### src/rtl/core/rfc_pkg.sv
// Shared types, constants and register codes for the reciprocal frequency counter.
// No dependencies; every other file in rtl/core imports this package.
package rfc_pkg;

    localparam int TIMER_BITS_DEF = 16;
    localparam int CNT_W          = 24;
    localparam int CAP_W          = 16;
    localparam int ADDR_W         = 4;
    localparam int DATA_W         = 32;
    localparam int DIVD_W         = 48;   // dividend: edges * ref_hz
    localparam int DIVS_W         = 25;   // divisor: elapsed + correction

    localparam logic [CNT_W-1:0] MAX24 = '1;

    localparam logic [15:0] GATE_RST = 16'd32000;
    localparam logic [7:0]  TOV_RST  = 8'd16;
    localparam logic [23:0] REFHZ_RST = 24'd1000000;
    localparam logic [7:0]  CAL_RST  = 8'd52;

    typedef enum logic [1:0] {
        REG_GATE   = 2'd0,
        REG_TOV    = 2'd1,
        REG_REF_HZ = 2'd2,
        REG_CAL    = 2'd3
    } t_reg;

    typedef enum logic [1:0] {
        PH_IDLE    = 2'd0,
        PH_SYNC    = 2'd1,
        PH_MEASURE = 2'd2
    } t_phase;

    typedef enum logic [2:0] {
        B_IDLE   = 3'd0,
        B_CORR   = 3'd1,
        B_MUL    = 3'd2,
        B_QSTART = 3'd3,
        B_DIV    = 3'd4,
        B_OUT    = 3'd5
    } t_bstate;

    typedef struct packed {
        logic [15:0] gate;
        logic [7:0]  tov;
        logic [23:0] ref_hz;
        logic [7:0]  cal;
    } t_cfg;

    typedef struct packed {
        logic [CNT_W-1:0] edges;
        logic [CNT_W-1:0] elapsed;
        logic [CAP_W-1:0] capture;
        logic             timed_out;
    } t_job;

    typedef struct packed {
        logic full;
        logic empty;
    } t_q_stat;

endpackage

### src/rtl/core/reciprocal_frequency_counter_top.sv
// Top level of the reciprocal frequency counter: APB register file, front end,
// job queue and divide back end. Depends on rfc_pkg, rfc_front, rfc_queue, rfc_back.
//
// Usage:
//  - Input channel (i_in_valid / o_in_stall): one word per reference tick
//    (i_func = 0, i_edge_req = 1 when a signal edge falls on that tick) or a
//    start word (i_func = 1) that arms sync. The front end takes one word per
//    cycle; it stalls only while the two-entry job queue is full.
//  - Output channel (o_out_valid / i_out_stall): one word per measurement,
//    either the frequency or a timeout word (o_freq_hz 0, o_timed_out 1).
//  - A measurement's job passes through the queue to the back end. A timeout
//    word goes straight to o_out_valid; otherwise the serial divider (one
//    quotient bit per cycle, 48 bits) runs one pass for edges/cal_divisor,
//    skipped when cal_divisor is 0, and one for the final quotient.
//  - A held result blocks the back end only; the front keeps counting until
//    the queue fills, then stalls the input.
//  - Reset (synchronous, active low) returns the phase to idle, clears the
//    counters and queue, and loads gate 32000, timeout 16, ref_hz 1000000 and
//    cal_divisor 52. Registers: 0 gate, 4 timeout, 8 ref_hz, 12 cal_divisor.
module reciprocal_frequency_counter_top #(
    parameter int TIMER_BITS = rfc_pkg::TIMER_BITS_DEF
) (
    input  logic                       i_clk,
    input  logic                       i_rst_n,
    // APB-style config port
    input  logic                       psel,
    input  logic                       penable,
    input  logic                       pwrite,
    input  logic [rfc_pkg::ADDR_W-1:0] paddr,
    input  logic [rfc_pkg::DATA_W-1:0] pwdata,
    output logic [rfc_pkg::DATA_W-1:0] prdata,
    output logic                       pready,
    // input words
    input  logic                       i_in_valid,
    output logic                       o_in_stall,
    input  logic                       i_func,
    input  logic                       i_edge_req,
    // result words
    output logic                       o_out_valid,
    input  logic                       i_out_stall,
    output logic [23:0]                o_freq_hz,
    output logic [15:0]                o_capture_time,
    output logic [23:0]                o_edge_count,
    output logic                       o_timed_out
);
    import rfc_pkg::*;

    t_cfg    r_cfg;
    t_reg    reg_sel;
    logic    wr_en;

    logic    job_push;
    t_job    job_in;
    t_job    job_head;
    logic    job_pop;
    t_q_stat q_stat;

    // ---- register file ----
    assign pready  = 1'b1;
    assign reg_sel = t_reg'(paddr[3:2]);
    assign wr_en   = psel && penable && pwrite && pready;

    always_ff @(posedge i_clk) begin
        if (!i_rst_n) begin
            r_cfg.gate   <= GATE_RST;
            r_cfg.tov    <= TOV_RST;
            r_cfg.ref_hz <= REFHZ_RST;
            r_cfg.cal    <= CAL_RST;
        end else if (wr_en) begin
            case (reg_sel)
                REG_GATE:   r_cfg.gate   <= pwdata[15:0];
                REG_TOV:    r_cfg.tov    <= pwdata[7:0];
                REG_REF_HZ: r_cfg.ref_hz <= pwdata[23:0];
                REG_CAL:    r_cfg.cal    <= pwdata[7:0];
                default: ;
            endcase
        end
    end

    always_comb begin
        case (reg_sel)
            REG_GATE:   prdata = DATA_W'(r_cfg.gate);
            REG_TOV:    prdata = DATA_W'(r_cfg.tov);
            REG_REF_HZ: prdata = DATA_W'(r_cfg.ref_hz);
            REG_CAL:    prdata = DATA_W'(r_cfg.cal);
            default:    prdata = '0;
        endcase
    end

    // ---- front end: phases and counters ----
    rfc_front #(
        .TIMER_BITS (TIMER_BITS)
    ) u_front (
        .i_clk      (i_clk),
        .i_rst_n    (i_rst_n),
        .i_in_valid (i_in_valid),
        .i_func     (i_func),
        .i_edge_req (i_edge_req),
        .i_cfg      (r_cfg),
        .i_full     (q_stat.full),
        .o_in_stall (o_in_stall),
        .o_push     (job_push),
        .o_job      (job_in)
    );

    // ---- job queue ----
    rfc_queue u_queue (
        .i_clk   (i_clk),
        .i_rst_n (i_rst_n),
        .i_push  (job_push),
        .i_job   (job_in),
        .i_pop   (job_pop),
        .o_head  (job_head),
        .o_stat  (q_stat)
    );

    // ---- back end: divide and result word ----
    rfc_back u_back (
        .i_clk          (i_clk),
        .i_rst_n        (i_rst_n),
        .i_cfg          (r_cfg),
        .i_head         (job_head),
        .i_q_valid      (!q_stat.empty),
        .o_pop          (job_pop),
        .i_out_stall    (i_out_stall),
        .o_out_valid    (o_out_valid),
        .o_freq_hz      (o_freq_hz),
        .o_capture_time (o_capture_time),
        .o_edge_count   (o_edge_count),
        .o_timed_out    (o_timed_out)
    );

    // ---- assertions ----
    // an empty queue never stalls the input
    a_no_stall_empty: assert property (@(posedge i_clk) disable iff (!i_rst_n)
        q_stat.empty |-> !o_in_stall)
        else $error("input stalled with empty job queue");

    // back end never pops an empty queue
    a_pop_nonempty: assert property (@(posedge i_clk) disable iff (!i_rst_n)
        job_pop |-> !q_stat.empty)
        else $error("pop from empty job queue");

    // timeout words carry zero frequency
    a_tout_zero: assert property (@(posedge i_clk) disable iff (!i_rst_n)
        (o_out_valid && o_timed_out) |-> (o_freq_hz == 24'd0))
        else $error("timeout word with nonzero frequency");

    // a computed result always follows at least one counted edge
    a_edges_nonzero: assert property (@(posedge i_clk) disable iff (!i_rst_n)
        (o_out_valid && !o_timed_out) |-> (o_edge_count != 24'd0))
        else $error("frequency word with zero edge count");

endmodule

### src/rtl/core/rfc_front.sv
// Front end: accepts tick/start words, runs the sync/measure phases and counters,
// and pushes one job per finished measurement. Depends on rfc_pkg.
module rfc_front #(
    parameter int TIMER_BITS = rfc_pkg::TIMER_BITS_DEF
) (
    input  logic          i_clk,
    input  logic          i_rst_n,
    input  logic          i_in_valid,
    input  logic          i_func,
    input  logic          i_edge_req,
    input  rfc_pkg::t_cfg i_cfg,
    input  logic          i_full,
    output logic          o_in_stall,
    output logic          o_push,
    output rfc_pkg::t_job o_job
);
    import rfc_pkg::*;

    localparam int SPAN_W = 8 + TIMER_BITS;
    localparam int CMP_W  = (SPAN_W > CNT_W) ? SPAN_W : CNT_W;

    t_phase           r_phase, n_phase;
    logic [CNT_W-1:0] r_el, n_el;
    logic [CNT_W-1:0] r_edges, n_edges;
    logic [CAP_W-1:0] r_cap, n_cap;

    logic [CNT_W-1:0] el_adv;
    logic [CMP_W-1:0] span;
    logic             tout;
    logic             accept;

    assign o_in_stall = i_full;
    assign accept     = i_in_valid && !i_full;

    always_comb begin
        el_adv = (r_el == MAX24) ? r_el : r_el + 1'b1;
        span   = CMP_W'({i_cfg.tov, {TIMER_BITS{1'b0}}});
        tout   = (el_adv == MAX24) || (CMP_W'(el_adv) >= span);

        n_phase = r_phase;
        n_el    = r_el;
        n_edges = r_edges;
        n_cap   = r_cap;
        o_push  = 1'b0;
        o_job   = '0;

        if (accept) begin
            if (i_func) begin
                n_phase = PH_SYNC;
                n_el    = '0;
                n_edges = '0;
                n_cap   = '0;
            end else begin
                case (r_phase)
                    PH_SYNC: begin
                        n_el = el_adv;
                        if (i_edge_req || tout) begin
                            n_el    = '0;
                            n_edges = '0;
                            n_cap   = '0;
                            n_phase = PH_MEASURE;
                        end
                    end
                    PH_MEASURE: begin
                        n_el = el_adv;
                        if (i_edge_req) begin
                            n_edges = (r_edges == MAX24) ? r_edges : r_edges + 1'b1;
                            n_cap   = el_adv[CAP_W-1:0];
                        end
                        o_job.edges     = n_edges;
                        o_job.elapsed   = el_adv;
                        o_job.capture   = n_cap;
                        o_job.timed_out = tout;
                        // timeout wins over a gated edge at the same tick
                        if (tout || (i_edge_req && (el_adv >= CNT_W'(i_cfg.gate)))) begin
                            o_push  = 1'b1;
                            n_phase = PH_IDLE;
                        end
                    end
                    default: ;  // idle ticks are dropped
                endcase
            end
        end
    end

    always_ff @(posedge i_clk) begin
        if (!i_rst_n) begin
            r_phase <= PH_IDLE;
            r_el    <= '0;
            r_edges <= '0;
            r_cap   <= '0;
        end else begin
            r_phase <= n_phase;
            r_el    <= n_el;
            r_edges <= n_edges;
            r_cap   <= n_cap;
        end
    end

endmodule

### src/rtl/core/rfc_queue.sv
// Two-entry job queue between the front end and the divide back end.
// Depends on rfc_pkg.
module rfc_queue (
    input  logic             i_clk,
    input  logic             i_rst_n,
    input  logic             i_push,
    input  rfc_pkg::t_job    i_job,
    input  logic             i_pop,
    output rfc_pkg::t_job    o_head,
    output rfc_pkg::t_q_stat o_stat
);
    import rfc_pkg::*;

    t_job       r_mem [2];
    logic       r_wptr, r_rptr;
    logic [1:0] r_cnt, n_cnt;

    assign o_head       = r_mem[r_rptr];
    assign o_stat.full  = (r_cnt == 2'd2);
    assign o_stat.empty = (r_cnt == 2'd0);

    always_comb begin
        n_cnt = r_cnt;
        case ({i_push, i_pop})
            2'b10:   n_cnt = r_cnt + 2'd1;
            2'b01:   n_cnt = r_cnt - 2'd1;
            default: ;
        endcase
    end

    always_ff @(posedge i_clk) begin
        if (i_push) begin
            r_mem[r_wptr] <= i_job;
        end
    end

    always_ff @(posedge i_clk) begin
        if (!i_rst_n) begin
            r_wptr <= 1'b0;
            r_rptr <= 1'b0;
            r_cnt  <= 2'd0;
        end else begin
            if (i_push) begin
                r_wptr <= ~r_wptr;
            end
            if (i_pop) begin
                r_rptr <= ~r_rptr;
            end
            r_cnt <= n_cnt;
        end
    end

endmodule

### src/rtl/core/rfc_div.sv
// Restoring divider, one quotient bit per cycle, shared by both divide passes.
// Depends on rfc_pkg for the operand widths.
module rfc_div (
    input  logic                      i_clk,
    input  logic                      i_rst_n,
    input  logic                      i_start,
    input  logic [rfc_pkg::DIVD_W-1:0] i_dividend,
    input  logic [rfc_pkg::DIVS_W-1:0] i_divisor,
    output logic                      o_done,
    output logic [rfc_pkg::DIVD_W-1:0] o_quotient
);
    import rfc_pkg::*;

    localparam int STEP_W = $clog2(DIVD_W);
    localparam logic [STEP_W-1:0] LAST = STEP_W'(DIVD_W - 1);

    logic              r_busy, r_done;
    logic [STEP_W-1:0] r_step;
    logic [DIVS_W-1:0] r_rem, r_dvs;
    logic [DIVD_W-1:0] r_quo;

    logic [DIVS_W:0]   trial;
    logic [DIVS_W:0]   diff;
    logic              ge;

    assign o_done     = r_done;
    assign o_quotient = r_quo;

    always_comb begin
        trial = {r_rem, r_quo[DIVD_W-1]};
        ge    = (trial >= {1'b0, r_dvs});
        diff  = trial - {1'b0, r_dvs};
    end

    always_ff @(posedge i_clk) begin
        if (i_start) begin
            r_rem <= '0;
            r_dvs <= i_divisor;
            r_quo <= i_dividend;
        end else if (r_busy) begin
            r_rem <= ge ? diff[DIVS_W-1:0] : trial[DIVS_W-1:0];
            r_quo <= {r_quo[DIVD_W-2:0], ge};
        end
    end

    always_ff @(posedge i_clk) begin
        if (!i_rst_n) begin
            r_busy <= 1'b0;
            r_done <= 1'b0;
            r_step <= '0;
        end else begin
            r_done <= 1'b0;
            if (i_start) begin
                r_busy <= 1'b1;
                r_step <= '0;
            end else if (r_busy) begin
                if (r_step == LAST) begin
                    r_busy <= 1'b0;
                    r_done <= 1'b1;
                end else begin
                    r_step <= r_step + 1'b1;
                end
            end
        end
    end

endmodule

### src/rtl/core/rfc_back.sv
// Back end: pops jobs, computes edges*ref_hz/(elapsed + edges/cal) (no correction if cal 0;
// zero for a timeout) and holds the result word. Depends on rfc_pkg and rfc_div.
module rfc_back (
    input  logic             i_clk,
    input  logic             i_rst_n,
    input  rfc_pkg::t_cfg    i_cfg,
    input  rfc_pkg::t_job    i_head,
    input  logic             i_q_valid,
    output logic             o_pop,
    input  logic             i_out_stall,
    output logic             o_out_valid,
    output logic [23:0]      o_freq_hz,
    output logic [15:0]      o_capture_time,
    output logic [23:0]      o_edge_count,
    output logic             o_timed_out
);
    import rfc_pkg::*;

    t_bstate          r_state, n_state;
    t_job             r_job, n_job;
    logic [CNT_W-1:0] r_corr, n_corr;
    logic [DIVD_W-1:0] r_num, n_num;
    logic [DIVS_W-1:0] r_den, n_den;
    logic [CNT_W-1:0] r_freq, n_freq;

    logic              div_start;
    logic [DIVD_W-1:0] div_dvd;
    logic [DIVS_W-1:0] div_dvs;
    logic              div_done;
    logic [DIVD_W-1:0] div_q;

    rfc_div u_div (
        .i_clk      (i_clk),
        .i_rst_n    (i_rst_n),
        .i_start    (div_start),
        .i_dividend (div_dvd),
        .i_divisor  (div_dvs),
        .o_done     (div_done),
        .o_quotient (div_q)
    );

    assign o_out_valid    = (r_state == B_OUT);
    assign o_freq_hz      = r_freq;
    assign o_capture_time = r_job.capture;
    assign o_edge_count   = r_job.edges;
    assign o_timed_out    = r_job.timed_out;

    always_comb begin
        n_state   = r_state;
        n_job     = r_job;
        n_corr    = r_corr;
        n_num     = r_num;
        n_den     = r_den;
        n_freq    = r_freq;
        o_pop     = 1'b0;
        div_start = 1'b0;
        div_dvd   = DIVD_W'(i_head.edges);
        div_dvs   = DIVS_W'(i_cfg.cal);

        case (r_state)
            B_IDLE: begin
                if (i_q_valid) begin
                    o_pop = 1'b1;
                    n_job = i_head;
                    if (i_head.timed_out) begin
                        n_freq  = '0;
                        n_state = B_OUT;
                    end else if (i_cfg.cal == 8'd0) begin
                        n_corr  = '0;
                        n_state = B_MUL;
                    end else begin
                        div_start = 1'b1;
                        n_state   = B_CORR;
                    end
                end
            end
            B_CORR: begin
                if (div_done) begin
                    n_corr  = div_q[CNT_W-1:0];
                    n_state = B_MUL;
                end
            end
            B_MUL: begin
                n_num   = DIVD_W'(r_job.edges) * DIVD_W'(i_cfg.ref_hz);
                n_den   = {1'b0, r_job.elapsed} + {1'b0, r_corr};
                n_state = B_QSTART;
            end
            B_QSTART: begin
                div_dvd = r_num;
                div_dvs = r_den;
                if (r_den == '0) begin
                    n_freq  = MAX24;
                    n_state = B_OUT;
                end else begin
                    div_start = 1'b1;
                    n_state   = B_DIV;
                end
            end
            B_DIV: begin
                if (div_done) begin
                    n_freq  = (|div_q[DIVD_W-1:CNT_W]) ? MAX24 : div_q[CNT_W-1:0];
                    n_state = B_OUT;
                end
            end
            B_OUT: begin
                if (!i_out_stall) begin
                    n_state = B_IDLE;
                end
            end
            default: n_state = B_IDLE;
        endcase
    end

    always_ff @(posedge i_clk) begin
        r_job  <= n_job;
        r_corr <= n_corr;
        r_num  <= n_num;
        r_den  <= n_den;
        r_freq <= n_freq;
    end

    always_ff @(posedge i_clk) begin
        if (!i_rst_n) begin
            r_state <= B_IDLE;
        end else begin
            r_state <= n_state;
        end
    end

endmodule

### config.mk
export PLATFORM = sky130hd
export DESIGN_NAME = reciprocal_frequency_counter_top
export DESIGN_NICKNAME = d
export VERILOG_FILES = /design/src/rtl/core/rfc_pkg.sv /design/src/rtl/core/reciprocal_frequency_counter_top.sv /design/src/rtl/core/rfc_front.sv /design/src/rtl/core/rfc_queue.sv /design/src/rtl/core/rfc_div.sv /design/src/rtl/core/rfc_back.sv
export SDC_FILE = /design/constraint.sdc
export NUM_CORES = 2
export LEC_CHECK = 0
export ABC_CLOCK_PERIOD_IN_PS = 6400
export BUFFER_PORTS_ARGS = -buffer_cell sky130_fd_sc_hd__buf_2
export CORE_ASPECT_RATIO = 0.7
export CORE_MARGIN = 4
export CORE_UTILIZATION = 55
export CTS_BUF_LIST = sky130_fd_sc_hd__clkbuf_8
export DETAILED_ROUTE_END_ITERATION = 8
export HOLD_SLACK_MARGIN = 0.15
export PLACE_DENSITY = 0.86
export SYNTH_ARGS = -nofsm -noshare
export SYNTH_HDL_FRONTEND = slang
export SYNTH_HIERARCHICAL = 1
export SYNTH_SLANG_ARGS = --single-unit
### constraint.sdc
create_clock -name i_clk -period 6.4 [get_ports i_clk]
set_clock_uncertainty 0.15 [all_clocks]
set_input_delay 0.64 -clock i_clk [delete_from_list [all_inputs] [get_ports i_clk]]
set_output_delay 0.64 -clock i_clk [all_outputs]
set_load 0.01 [all_outputs]
==> impl_results.md <==
- # setup viols final: 29
- Maximum VDD drop: ~0.0012 V
- Final core utilization: 0.635
- Int Pwr: 15.0 mW
- Dpl cells: a little under 6k
- First-pass GRT wire length: 206 mm
- Post-synthesis compound-gate area fraction: 0.0854
- Core Rows: around 90
- Sw Share: 0.448
- I/O Buffers: between 100 and 150
- Most common cell on crit path: fa_1
- Reg-to-Reg End: u_back/r_num[44]
- Final Power: ~27 mW
- Vias in the first global route: roughly 36k
- Yosys reg bits: about 550
- Share of layout cells above drive strength 1: 0.206
- CP arrival: between 7 and 8 ns
- Critical-path cell list: buf_12 > buf_12 > buf_6 > and2_4 > fa_1 > inv_1 > fa_1 > inv_2 > fa_2 > fa_1 > fa_2 > fa_1 > inv_2 > fa_1 > inv_2 > ha_4 > nand2_2 > or3_4 > o32a_1 > o21ai_4 > o21ai_4 > o31ai_4 > mux2i_1 > a211oi_2
- CTS H-tree depth: 3
- Largest net degree at the start of global routing: approximately 140
- Netlist area before placement: 46600 um2
- Post-layout nets: 5684
- Clock Latency Late Sink: 0.70 ns
- Vias: around 37k
- Most common cell after layout, fill and taps aside: inv_1
- Tightest Hold Check Type: in2reg
- Pwr Density: about 510 nW/um2
- Leakage Power: 23.4 nW
- Die height: around 250 um
- CTS tree: built
- Post-synth EDFFs: slightly below 400
- Area grow syn2layout: 14.7%
- Combinational cell fraction of total power: 0.717
- Cell count after synthesis: about 4.6k
- Post-synthesis mux area share: 0.0490
- Worst-path fanout max: 5
- Clock Pin Slew Worst Setup and Hold Paths: ~0.07 ns
- Simple logic cell fraction of the synthesized area: 0.161
- Core area: around 84000 um2
- Distinct cells, synth: about 120
- Synth Area in Adders: 0.275
- FFs w/ async S/R, synth: 0
- Violated checks: setup timing
- Fin. max-slew vios: 0
- Pre-Repair DR Iteration Count: 7
- Clock Sinks: 552
- DP Area: approximately 50000 um2
- I/O pin count: 145
- Sequential element share of the synthesized area: 0.321
- Synth area leader: edfxtp_1
- Crit path required time: between 6 and 7 ns
- FF-to-FF path depth: 24
- Worst R2R Start: u_back/o_edge_count[8]
- Outcome: finished, violations left
- # Max-Cap Violations: 0
- Initial antenna violation count: 7
- Clk root buf: clkbuf_8
- Period utilization: 1.09
- Sequential share of power: 0.171
- Flop-to-flop setup slack: -0.59 ns
- Final antenna-violating net count: 0
- Ranking of synthesized cells by area: edfxtp_1, fa_1, dfxtp_1, ha_1, inv_1
- Starting DRC count in detailed routing: approximately 4.8k
- Grt ovf: 0
- CP max stage cell: fa_1
- Initial core utilization: 0.554
- Crit path from: u_back/o_edge_count[8]
- Syn Area/Cell: 10.1 um2
- Max stage delay on crit path: around 0.57 ns
- Die width: approximately 360 um
- Synth warnings: 6
- Hold path start: i_out_stall
- Worst hold stages: 5
- Worst hold path endpoint: u_back/r_state[2]
- Fmax: 143 MHz
- Final WL: around 140 mm
- Cell area after layout: between 50000 and 60000 um2
- Switching power: 12.1 mW
- Final hold vios: 0
- Crit path launch type: register
- Tightest Pin Transition: between 1 and 1.5 ns
- WL per Instance: ~23 um
- TritonCTS buffer count: 80
- Commonest cells after routing, fill and taps aside: inv_1, nand2_1, fa_1
- Clock power frac: 0.112
- WS Path Type: reg2reg
- GP Congestion: just under 1
- DRC Markers: 0
- Share of the synthesized area in the top cell type: 0.251
- Vias per inst: approximately 6
- Largest family of logic cells by synthesized area: adder cells
- Slew headroom: 0.133
- DIE AREA: about 90000 um2
- Post-Synth XOR/XNOR Area: 0.0233
- All-Layer GR Usage: 0.292
- RSZ-0062 raised after global routing: true
- Clock Path Buffers: 3
- Setup WS post-layout: -0.594 ns
- Final setup TNS: -11.25 ns
- CP Capture Type: register
- Period minus WS final: between 6 and 7 ns
- DP HPWL: between 90 and 100 mm
- Finished Layout Cells: between 6k and 7k
- Main synth FF type: edfxtp_1
metrics by stage:
stage	setup slack (ns)	hold slack, ns
3_3_place_gp	-0.469	0.306
2_1_floorplan	-0.180	0.292
4_1_cts	-0.459	0.177
3_5_place_dp	-0.608	0.311
6_report	-0.594	0.219
5_1_grt	-0.698	0.244
cells in the mapped netlist, drive strengths merged (41+ instances only):
cell type	count
nand4	41
nand2	575
dfxtp	163
inv	662
a21o	58
a21oi	143
ha	251
xnor2	75
nand3	65
nor2	205
buf	103
o21ai	72
mux2	118
fa	484
o21a	42
and2	378
xor2	48
clkbuf	186
mux2i	77
edfxtp	389
sequential cells by signal (all words and copies together), names as in the netlist, 25 cells and up, named ones only:
name and count:
u_back/r_den 25, u_back/u_div/r_rem 25, u_back/r_num 48, r_cfg 56, u_back/u_div/r_dvs 25, u_queue/r_mem 130, u_back/u_div/o_quotient 48
logic make-up after synthesis:
family / count (synthesis)
fa+ha+maj: 735
compound gates: 556
xor+xnor: 123
buf+inv: 955
other cells: 2
flops: 552
mux: 203
simple gates: 1485
worst max-delay path: cells and delay by family (launching register included):
family          cells  cell delay [ns]
fa+ha+maj           8             3.81
compound gates      5             0.79
buf+inv             7             0.62
simple gates        3             0.61
flops               1             0.45
mux                 1             0.27
how the worst max path moves through the flow:
stage | endpoint | slack [ns] | cells after the start
2_1_floorplan | u_back/r_num[44] | -0.18 | 24
3_3_place_gp | u_back/r_num[46] | -0.47 | 22
3_5_place_dp | u_back/r_num[46] | -0.61 | 22
4_1_cts | u_back/r_num[45] | -0.46 | 23
5_1_grt | u_back/r_num[46] | -0.70 | 22
6_report | u_back/r_num[44] | -0.59 | 24
power groups by stage:
| stage | registers (mW) | logic, mW | clock network (mW) |
|---|---|---|---|
| 2_1_floorplan | 4.63 | 10.2 | 0 |
| 3_3_place_gp | 4.69 | 14.3 | 0 |
| 3_5_place_dp | 4.70 | 14.8 | 0 |
| 4_1_cts | 4.62 | 16.5 | 3.04 |
| 5_1_grt | 4.64 | 20.5 | 3.22 |
| 6_report | 4.62 | 19.4 | 3.03 |
layer usage:
metal,track usage,routed length (um),vias up
met5,0,57,-
met4,0.0824,5060,8
met3,0.104,20100,424
met2,0.418,58600,2736
met1,0.421,54700,17800
li1,-,-,15600
timing repair:
action                                  in CTS  in global routing
gates cloned                                 2                  2
hold buffers                                23                  0
endpoints found under the setup margin      30                 32
gates resized for setup                    123                153
pin swaps                                  121                 76
hold endpoints to repair                    46                  0
setup buffers                               35                 28
final cells by class:
cell class | count | area, um2
inverter | 662 | 2480
fill | 6015 | 30700
tap | 1137 | 1420
antenna | 2 | 5.00
clock buffer | 100 | 1380
multi-input combinational | 3111 | 28800
timing repair buffer | 497 | 4120
clock inverter | 47 | 329
sequential | 552 | 15000
Power figures use the tool's default switching activity.
